### src/rtl/fpc_pkg.sv
// Shared constants and class codes for the finder pattern classifier.
package fpc_pkg;

  localparam int CELL_PIXELS_DEFAULT = 3;
  localparam int CELL_PIXELS_MIN     = 1;
  localparam int CELL_PIXELS_MAX     = 8;

  localparam int PIXEL_W = 8;
  localparam int CLASS_W = 2;

  // Patch side in cells: 7 cells for each of the three alignment squares across.
  localparam int SIDE_CELLS = 21;

  localparam logic [CLASS_W-1:0] CLASS_INVALID   = 2'd0;
  localparam logic [CLASS_W-1:0] CLASS_FINDER    = 2'd1;
  localparam logic [CLASS_W-1:0] CLASS_ALIGNMENT = 2'd2;

endpackage

### src/rtl/finder_pattern_classifier_unit.sv
// Top level of the finder pattern classifier: region zero counters and class decision.
//
//  channel   | direction | handshake           | payload
//  ----------+-----------+---------------------+-------------------------------
//  pixel     | in        | pixel_valid / stall | pixel[7:0], zero is dark
//  class     | out       | class_valid / stall | pattern_class[1:0], one per patch
//
//  One pixel word is taken every cycle while pixel_stall is low; a patch of SIDE x
//  SIDE words (SIDE = 21*CELL_PIXELS) gives one class word through stages one and two.
//  Stage one registers the dark flag, region hits and last-pixel flag; stage two
//  holds the five counters and, on the last pixel, the class word register.
//  pixel_stall rises only while a finished class word is stalled and the next
//  last pixel is waiting behind it in stage one; otherwise input never stops.
//  rst (synchronous, active high) clears positions, counters and both valids.
module finder_pattern_classifier_unit #(
  parameter int CELL_PIXELS = fpc_pkg::CELL_PIXELS_DEFAULT
) (
  input  logic                        clk,
  input  logic                        rst,
  input  logic                        pixel_valid,
  output logic                        pixel_stall,
  input  logic [fpc_pkg::PIXEL_W-1:0] pixel,
  output logic                        class_valid,
  input  logic                        class_stall,
  output logic [fpc_pkg::CLASS_W-1:0] pattern_class
);

  // Geometry: ring width, alignment cell and patch side.
  localparam int RING  = 3 * CELL_PIXELS;
  localparam int ALIGN = 7 * CELL_PIXELS;
  localparam int SIDE  = fpc_pkg::SIDE_CELLS * CELL_PIXELS;
  localparam int PW    = $clog2(SIDE);

  // Largest count each region can reach; sets each counter's width.
  localparam int OUTER_MAX  = SIDE * SIDE - 25 * RING * RING;
  localparam int MIDDLE_MAX = 25 * RING * RING - 9 * RING * RING;
  localparam int LARGE_MAX  = 9 * RING * RING;
  localparam int INNER_MAX  = 25 * RING * RING - ALIGN * ALIGN;
  localparam int SMALL_MAX  = ALIGN * ALIGN;

  localparam int OW = $clog2(OUTER_MAX + 1);
  localparam int MW = $clog2(MIDDLE_MAX + 1);
  localparam int LW = $clog2(LARGE_MAX + 1);
  localparam int IW = $clog2(INNER_MAX + 1);
  localparam int SW = $clog2(SMALL_MAX + 1);
  localparam int RW = $clog2(OUTER_MAX + INNER_MAX + 1);

  // Decision thresholds (all truncating).
  localparam logic [OW-1:0] FINDER_OUTER_MIN  = OW'(((24 * RING * RING) * 2) / 3);
  localparam logic [MW-1:0] FINDER_MIDDLE_MAX = MW'((16 * RING * RING) / 3);
  localparam logic [LW-1:0] FINDER_CENTER_MIN = LW'(((9 * RING * RING) * 2) / 3);
  localparam logic [OW-1:0] ALIGN_OUTER_MAX   = OW'((24 * RING * RING) / 3);
  localparam logic [RW-1:0] ALIGN_RING_MAX    = RW'((8 * ALIGN * ALIGN) / 3);
  localparam logic [SW-1:0] ALIGN_CENTER_MIN  = SW'(((ALIGN * ALIGN) * 2) / 3);

  // Region bounds on one axis.
  localparam logic [PW-1:0] BAND_LO  = PW'(RING);
  localparam logic [PW-1:0] BAND_HI  = PW'(6 * RING);
  localparam logic [PW-1:0] BIG_LO   = PW'(2 * RING);
  localparam logic [PW-1:0] BIG_HI   = PW'(5 * RING);
  localparam logic [PW-1:0] SMALL_LO = PW'(ALIGN);
  localparam logic [PW-1:0] SMALL_HI = PW'(2 * ALIGN);
  localparam logic [PW-1:0] SIDE_LAST = PW'(SIDE - 1);

  typedef struct packed {
    logic dark;
    logic band;
    logic big;
    logic small_sq;
    logic last;
  } pix_info_t;

  // Position of the next pixel.
  logic [PW-1:0] column_position, column_position_next;
  logic [PW-1:0] row_position, row_position_next;

  // Stage one.
  logic      s1_valid, s1_valid_next;
  pix_info_t s1, s1_next;
  logic      s1_advance;
  logic      pixel_accept;

  // Stage two counters.
  logic [OW-1:0] outer_ring_zeros, outer_ring_zeros_next, outer_sum;
  logic [MW-1:0] middle_ring_zeros, middle_ring_zeros_next, middle_sum;
  logic [LW-1:0] large_center_zeros, large_center_zeros_next, large_sum;
  logic [IW-1:0] inner_ring_zeros, inner_ring_zeros_next, inner_sum;
  logic [SW-1:0] small_center_zeros, small_center_zeros_next, small_sum;
  logic [RW-1:0] ring_sum;
  logic [fpc_pkg::CLASS_W-1:0] class_code;
  logic                        class_valid_next;

  assign pixel_accept = pixel_valid && !pixel_stall;

  // A last pixel waits in stage one while the class word register is full and stalled.
  assign s1_advance  = s1_valid && (!s1.last || !class_valid || !class_stall);
  assign pixel_stall = s1_valid && !s1_advance;

  // Raster position and region hits of the incoming pixel.
  always_comb begin
    logic band_x, band_y, big_x, big_y, small_x, small_y;
    band_x  = (column_position >= BAND_LO) && (column_position < BAND_HI);
    band_y  = (row_position >= BAND_LO) && (row_position < BAND_HI);
    big_x   = (column_position >= BIG_LO) && (column_position < BIG_HI);
    big_y   = (row_position >= BIG_LO) && (row_position < BIG_HI);
    small_x = (column_position >= SMALL_LO) && (column_position < SMALL_HI);
    small_y = (row_position >= SMALL_LO) && (row_position < SMALL_HI);

    s1_next.dark     = (pixel == '0);
    s1_next.band     = band_x && band_y;
    s1_next.big      = big_x && big_y;
    s1_next.small_sq = small_x && small_y;
    s1_next.last     = (column_position == SIDE_LAST) && (row_position == SIDE_LAST);

    column_position_next = column_position;
    row_position_next    = row_position;
    if (pixel_accept) begin
      if (column_position == SIDE_LAST) begin
        column_position_next = '0;
        row_position_next    = (row_position == SIDE_LAST) ? '0 : row_position + 1'b1;
      end else begin
        column_position_next = column_position + 1'b1;
      end
    end

    if (pixel_accept) begin
      s1_valid_next = 1'b1;
    end else if (s1_advance) begin
      s1_valid_next = 1'b0;
    end else begin
      s1_valid_next = s1_valid;
    end
  end

  // Counts including the pixel in stage one, then the class decision.
  always_comb begin
    outer_sum  = outer_ring_zeros   + OW'(s1.dark && !s1.band);
    middle_sum = middle_ring_zeros  + MW'(s1.dark && s1.band && !s1.big);
    large_sum  = large_center_zeros + LW'(s1.dark && s1.big);
    inner_sum  = inner_ring_zeros   + IW'(s1.dark && s1.band && !s1.small_sq);
    small_sum  = small_center_zeros + SW'(s1.dark && s1.small_sq);
    ring_sum   = RW'(outer_sum) + RW'(inner_sum);

    priority if (outer_sum > FINDER_OUTER_MIN) begin
      class_code = (middle_sum < FINDER_MIDDLE_MAX && large_sum > FINDER_CENTER_MIN)
                   ? fpc_pkg::CLASS_FINDER : fpc_pkg::CLASS_INVALID;
    end else if (outer_sum < ALIGN_OUTER_MAX) begin
      class_code = (ring_sum < ALIGN_RING_MAX && small_sum > ALIGN_CENTER_MIN)
                   ? fpc_pkg::CLASS_ALIGNMENT : fpc_pkg::CLASS_INVALID;
    end else begin
      class_code = fpc_pkg::CLASS_INVALID;
    end

    outer_ring_zeros_next   = outer_ring_zeros;
    middle_ring_zeros_next  = middle_ring_zeros;
    large_center_zeros_next = large_center_zeros;
    inner_ring_zeros_next   = inner_ring_zeros;
    small_center_zeros_next = small_center_zeros;
    if (s1_advance) begin
      if (s1.last) begin
        // Drop the counts: the next pixel opens a new patch.
        outer_ring_zeros_next   = '0;
        middle_ring_zeros_next  = '0;
        large_center_zeros_next = '0;
        inner_ring_zeros_next   = '0;
        small_center_zeros_next = '0;
      end else begin
        outer_ring_zeros_next   = outer_sum;
        middle_ring_zeros_next  = middle_sum;
        large_center_zeros_next = large_sum;
        inner_ring_zeros_next   = inner_sum;
        small_center_zeros_next = small_sum;
      end
    end

    if (s1_advance && s1.last) begin
      class_valid_next = 1'b1;
    end else if (class_valid && !class_stall) begin
      class_valid_next = 1'b0;
    end else begin
      class_valid_next = class_valid;
    end
  end

  always_ff @(posedge clk) begin
    if (rst) begin
      column_position    <= '0;
      row_position       <= '0;
      s1_valid           <= 1'b0;
      outer_ring_zeros   <= '0;
      middle_ring_zeros  <= '0;
      large_center_zeros <= '0;
      inner_ring_zeros   <= '0;
      small_center_zeros <= '0;
      class_valid        <= 1'b0;
    end else begin
      column_position    <= column_position_next;
      row_position       <= row_position_next;
      s1_valid           <= s1_valid_next;
      outer_ring_zeros   <= outer_ring_zeros_next;
      middle_ring_zeros  <= middle_ring_zeros_next;
      large_center_zeros <= large_center_zeros_next;
      inner_ring_zeros   <= inner_ring_zeros_next;
      small_center_zeros <= small_center_zeros_next;
      class_valid        <= class_valid_next;
    end
  end

  // Payloads: s1 loads on accept, the class word on a last-pixel advance; else hold.
  always_ff @(posedge clk) begin
    if (pixel_accept) begin
      s1 <= s1_next;
    end
    if (s1_advance && s1.last) begin
      pattern_class <= class_code;
    end
  end

endmodule

### config.mk
export PLATFORM = sky130hd
export DESIGN_NAME = finder_pattern_classifier_unit
export DESIGN_NICKNAME = d
export VERILOG_FILES = /design/src/rtl/fpc_pkg.sv /design/src/rtl/finder_pattern_classifier_unit.sv
export SDC_FILE = /design/constraint.sdc
export NUM_CORES = 1
export LEC_CHECK = 0
export BUFFER_PORTS_ARGS = -buffer_cell sky130_fd_sc_hd__buf_2
export CORE_MARGIN = 5
export CORE_UTILIZATION = 40
export CTS_CLUSTER_DIAMETER = 50
export DETAILED_ROUTE_END_ITERATION = 10
export PLACE_DENSITY = 0.64
export SLEW_MARGIN = 25
export SYNTH_ARGS = -nofsm -noshare
export SYNTH_HDL_FRONTEND = slang
export SYNTH_SLANG_ARGS = --single-unit
### constraint.sdc
create_clock -name clk -period 3.1 [get_ports clk]
set_input_delay 0.155 -clock clk [delete_from_list [all_inputs] [get_ports clk]]
set_output_delay 0.155 -clock clk [all_outputs]
set_load 0.01 [all_outputs]
==> results.json, run 1 <==
{
  "wl_um": 10820,
  "hold_path_class": "input pin to register",
  "grtUsageMet1_pct": 19.85,
  "ys_seq_area_share_pct": 32.63,
  "hold_buffers": 0,
  "drc_errors": 0,
  "slew_headroom_pct": 54.05,
  "ioPinCount": 16,
  "place_inst": 734,
  "overflow": 0,
  "ys_types": 63,
  "fin_crit_ps": 3177,
  "rsz0062_at_grt": "true",
  "clockBufferDepth": 2,
  "start_util_pct": 40.93,
  "dpl_cell_area_um2": 4991,
  "place.gp.congestion": 0.8491,
  "vias_per_cell": 5.674,
  "synth_area_um2": 4693,
  "synthTopCellsByCount": "82 x nor2_1, 66 x dfxtp_1, 41 x nand2_1",
  "synth_area_leaders": "dfxtp_1 28%, ha_1 7.7%, nor2_1 6.6%, edfxtp_1 4.5%, a22oi_1 4.3%",
  "async_flop_share_pct": 0,
  "grtUsageTotal_pct": 15.02,
  "slew_viol_final": 0,
  "p_per_area_nw_per_um2": 385.7,
  "ys.flop_type": "dfxtp_1",
  "crit_fanout": 5,
  "synth_largest_area_cell": "dfxtp_1",
  "worstPathCellList": "nand2_2 -> nor2_2 -> ha_2 -> ha_4 -> and4_4 -> nand2_2 -> xnor2_4 -> ha_4 -> and2_1 -> a22o_1 -> o31ai_4 -> and3_4 -> a211oi_2 -> a2bb2oi_2 -> o32ai_2",
  "synth.most_common_cell": "nor2_1",
  "worstSetupEndpointType": "register",
  "cts_tree": "yes",
  "grt_use_met2_pct": 24.96,
  "clkTransAtPathRegs_ps": 60,
  "die_w_um": 118.3,
  "grt_max_degree": 33,
  "syn_nets": 628,
  "violations": "negative setup slack",
  "die_y_um": 118.3,
  "netlist_instances": 587,
  "vias": 4261,
  "final_area_um2": 5468,
  "crit_buf_inv": 0,
  "dp_slack_ps": -179.9,
  "min_period_over_period_pct": 102.5,
  "gr-usage-met3_pct": 2.006,
  "cpLargestDelayFamily": "compound AO/OA/AOI/OAI gates",
  "die_area_um2": 14000,
  "p_leak_nw": 2.111,
  "ir_drop_mv": 0.2561,
  "port_buffers": 15,
  "status": "finished with violations",
  "synth-seq-cells": 73,
  "utilization_pct": 47.68,
  "rows": 39,
  "hpwl_um": 7437,
  "postSynthAreaPerCell_um2": 7.995,
  "synth_edf_count": 7,
  "hold_viol": 0,
  "cts_buffers": 9,
  "drt-wirelength-per-cell_um": 14.40,
  "cp.arrival_ps": 3340,
  "htree_levels": 3,
  "tightestPinTransition_ps": 689.3,
  "diodes": 0,
  "tns_ps": -76.88,
  "layout_setup_ws_ps": -76.88,
  "crit_type": "register to register",
  "startpoint_type": "register",
  "top_usage_layer": "met2",
  "dr.pass1.iters": 5,
  "cp_slowest_cell": "edfxtp_1",
  "cap_violations": 0,
  "drt-initial-drc-count": 245,
  "cts-root-buf": "clkbuf_16",
  "yosysWarnings": 0,
  "grt_pass1_vias": 3953,
  "grt_pass1_wl_um": 17950,
  "yosysTopAreaCellShare_pct": 28.15,
  "cts.sinks": 73,
  "core_um2": 11470,
  "finalNetCount": 644,
  "cp.required_ps": 3260,
  "cpPeakStageDelay_ps": 370,
  "max_freq_mhz": 314.8,
  "drive_gt1_share_pct": 14.80,
  "antenna_found_initial": 0,
  "clk_latency_ps": 330,
  "finClkSkew_ps": 8.049,
  "layout.cells.non_filler": 751,
  "setup_viol": 1,
  "syn_to_final_growth_pct": 16.50,
  "drtAntennaViolNets": 0
}
==> sequential cells by signal, summed over array words and instances (netlist names) <==
name	cells
inner_ring_zeros	11
middle_ring_zeros	11
outer_ring_zeros	11
large_center_zeros	10
small_center_zeros	9
column_position	6
row_position	6
s1	5
pattern_class	2
class_valid	1
s1_valid	1
==> worst paths after layout <==
path              cells past startpoint  slack (ps)                          startpoint                                  to
setup / recovery                     15         -80                     s1[4]$_DFFE_PP_      pattern_class[1]$_SDFFCE_PP0P_
hold / removal                        3          70                         pixel_valid               s1_valid$_SDFFE_PP0P_
setup reg to reg                     15         -80                     s1[4]$_DFFE_PP_      pattern_class[1]$_SDFFCE_PP0P_
hold reg to reg                       2         460  large_center_zeros[0]$_SDFFE_PP0P_  large_center_zeros[0]$_SDFFE_PP0P_
==> where the power goes <==
group	internal, W	switching, W
clock network	0.000639	0.000410
logic	0.0000271	0.0000616
registers	0.000959	0.0000119
==> placed cells by master (no fill, tap or decap), types with 3 or more instances in the layout <==
cell	instances
nand3b_1	12
nor4_1	6
clkinv_2	3
ha_4	4
and2_1	8
nor2_1	80
nand2b_1	6
nand3_1	23
nor2b_1	5
a31oi_1	8
or4_1	5
nand2_1	39
and3_1	15
nor3_1	10
buf_2	15
xor2_1	15
a21oi_1	39
nor2_2	3
clkbuf_16	11
xnor2_2	3
edfxtp_1	7
o31ai_1	4
nand4_1	13
o21ai_0	37
ha_1	23
buf_4	27
a22o_1	4
o211ai_1	3
xnor2_4	3
dfxtp_1	66
xnor2_1	18
o21a_1	3
a22oi_1	27
inv_1	16
==> layer usage <==
metal  wire length (µm)  part of all wire [%]
met3                413                   3.8
met5                  0                     0
met4                181                   1.7
met2               5197                    48
met1               5025                    46
==> metrics by stage <==
step | total power (W) | hold slack (ps)
detailed placement | 0.001080 | 419.8
floorplan | 0.001047 | 284.5
finish | 0.002109 | 72.95
global route | 0.002184 | 80.00
global placement | 0.001078 | 403.6
CTS | 0.002136 | 71.36
==> cells by family (layout without fill, tap and decap cells) <==
group / count (synthesis) / count (layout) / share of synthesized area [%]
xor gates and xnor gates: 41 / 41 / 8.904
buffers and inverters: 53 / 74 / 4.505
and+or+nand+nor: 237 / 237 / 24.95
adders and majority gates: 29 / 29 / 7.731
DFF: 73 / 73 / 32.63
muxes: 2 / 2 / 0.4532
AOI/OAI and AO/OA: 152 / 152 / 20.82
==> layout make-up <==
type,count,area (µm²)
inverters,16,60.06
repair buffers,42,277.8
fillers,1114,6000
clock inverters,5,32.53
flip-flops and latches,73,1531
multi-input cells,461,3112
clock buffers,11,275.3
well taps,143,178.9
==> timing repair <==
action	CTS	global route
buffers inserted	0	1
gates resized for setup	7	20
endpoints found under the setup margin	1	1
pin swaps	2	10
==> tightest hold or removal path, cell delays in order <==
cell and delay [ps]:
buf_2 100, inv_1 40, a21oi_1 50
Note: power is estimated with default switching activity, not from simulation.
==> inputs of run 2 (changes only) <==
CTS_BUF_LIST = sky130_fd_sc_hd__clkbuf_8   (was unset)
==> results.json, run 2 (synthesized netlist as in run 1, its figures left out) <==
{
  "vias_per_cell": 5.635,
  "p_seq_share_pct": 51.3,
  "place.gp.congestion": 0.8491,
  "finalHoldWorstSlack_ps": 54.54,
  "grt_pass1_vias": 3925,
  "htree_levels": 3,
  "cts.sinks": 73,
  "crit_type": "register to register",
  "tightestPinTransition_ps": 725.8,
  "power_frac_clock_pct": 44.0,
  "reg.largest.list": "inner_ring_zeros x11, middle_ring_zeros x11, outer_ring_zeros x11",
  "utilization_pct": 46.75,
  "startpoint_type": "register",
  "hold_path_class": "input pin to register",
  "drive_gt1_share_pct": 14.66,
  "layout_setup_ws_ps": -94.09,
  "p_int_w": 0.001438,
  "start_util_pct": 40.93,
  "final_cell_mix": "80 x nor2_1, 66 x dfxtp_1, 39 x nand2_1, 39 x a21oi_1, 37 x o21ai_0",
  "antenna_found_initial": 0,
  "die_area_um2": 14000,
  "drt-initial-drc-count": 278,
  "grtUsageTotal_pct": 14.89,
  "worstPathCellList": "nand2_2 -> nor2_2 -> ha_2 -> ha_4 -> and4_4 -> nand2_2 -> xnor2_4 -> ha_4 -> and2_1 -> a22o_1 -> o31ai_4 -> and3_4 -> a211oi_2 -> a2bb2oi_2 -> o32ai_2",
  "cpPeakStageDelay_ps": 380,
  "ioPinCount": 16,
  "setup_viol": 1,
  "grt_max_degree": 33,
  "violations": "negative setup slack",
  "drc_errors": 0,
  "finalNetCount": 643,
  "die_w_um": 118.3,
  "crit_fanout": 5,
  "finClkSkew_ps": 8.958,
  "hpwl_um": 7437,
  "drtAntennaViolNets": 0,
  "cts_buffers": 9,
  "grt_pass1_wl_um": 17880,
  "rsz0062_at_grt": "true",
  "fin_crit_ps": 3194,
  "p_per_area_nw_per_um2": 352.3,
  "post_cts_buffers": 0,
  "wl_um": 10770,
  "dr.pass1.iters": 4,
  "cp.arrival_ps": 3370,
  "syn_to_final_growth_pct": 14.24,
  "p_leak_nw": 2.066,
  "worstSetupEndpointType": "register",
  "diodes": 0,
  "cp.required_ps": 3280,
  "cts_tree": "yes",
  "layout_commonest_cell": "nor2_1",
  "core_um2": 11470,
  "layout.cells.non_filler": 750,
  "swShare_pct": 23.88,
  "comb_power_share_pct": 4.7,
  "cap_violations": 0,
  "clockBufferDepth": 2,
  "overflow": 0,
  "cts-root-buf": "clkbuf_8",
  "clk_latency_ps": 350,
  "hold_viol": 0,
  "hold_buffers": 0,
  "slew_viol_final": 0,
  "port_buffers": 15,
  "max_freq_mhz": 313.1,
  "slew_headroom_pct": 51.61,
  "cp_slowest_cell": "edfxtp_1",
  "drt-wirelength-per-cell_um": 14.36,
  "clkTransAtPathRegs_ps": 80,
  "place_inst": 734,
  "power_switching_w": 0.0004511,
  "vias": 4226,
  "ir_drop_mv": 0.1880,
  "die_y_um": 118.3,
  "rows": 39,
  "min_period_over_period_pct": 103.0,
  "status": "finished with violations"
}
## run 2: layout make-up
| type | count | area [µm²] |
|---|---|---|
| clock inverter | 7 | 92.59 |
| inverter | 16 | 60.06 |
| multi-input combinational | 461 | 3104 |
| sequential | 73 | 1531 |
| fill | 1119 | 6106 |
| clock buffer | 9 | 123.9 |
| tap | 143 | 178.9 |
| timing repair buffer | 41 | 270.3 |
## run 2: worst max-delay path: cells and delay by family (launching register included)
kind / cells / cell delay (ps)
fa+ha+maj: 3 / 590
flops: 1 / 380
compound gates: 5 / 940
simple gates: 6 / 880
xor+xnor: 1 / 240
## run 2: path summary, 6_finish.rpt
kind / slack (ps) / from / depth (start not counted) / endpoint
min: 50 / pixel_valid / 3 / s1_valid$_SDFFE_PP0P_
max reg2reg: -90 / s1[4]$_DFFE_PP_ / 15 / pattern_class[1]$_SDFFCE_PP0P_
min reg2reg: 470 / large_center_zeros[0]$_SDFFE_PP0P_ / 2 / large_center_zeros[0]$_SDFFE_PP0P_
max: -90 / s1[4]$_DFFE_PP_ / 15 / pattern_class[1]$_SDFFCE_PP0P_
## run 2: power by group through the flow
stage | Clock, W | Combinational [W] | Sequential (W)
finish | 0.000831 | 0.0000887 | 0.000969
CTS | 0.000855 | 0.0000894 | 0.000969
global route | 0.000898 | 0.0000999 | 0.000971
detailed placement | 0 | 0.0000889 | 0.000991
global placement | 0 | 0.0000873 | 0.000991
floorplan | 0 | 0.0000613 | 0.000985
## run 2: per-stage QoR
step / setup WS [ps] / power (W) / setup TNS [ps] / area, µm²
6_report: -94.09 / 0.001889 / -94.09 / 5361
3_5_place_dp: -179.9 / 0.001080 / -179.9 / 4991
3_3_place_gp: -74.33 / 0.001078 / -74.33 / 4991
4_1_cts: -84.60 / 0.001913 / -84.60 / 5230
2_1_floorplan: 0.4305 / 0.001047 / 0 / 4693
5_1_grt: -306.5 / 0.001969 / -306.5 / 5361
## run 2: timing repair
item	CTS	global route
gates resized for setup	5	22
cloned	0	0
setup endpoints to repair	1	1
pin swaps	0	7
## run 2: metal layers
layer / track usage (%) / share of wire (%) / vias up
li1: - / - / 2142
met1: 19.83 / 48 / 2003
met2: 24.86 / 48 / 73
met3: 2.722 / 3.3 / 8
met4: 3.943 / 0.84 / 0
met5: 0 / 0 / -
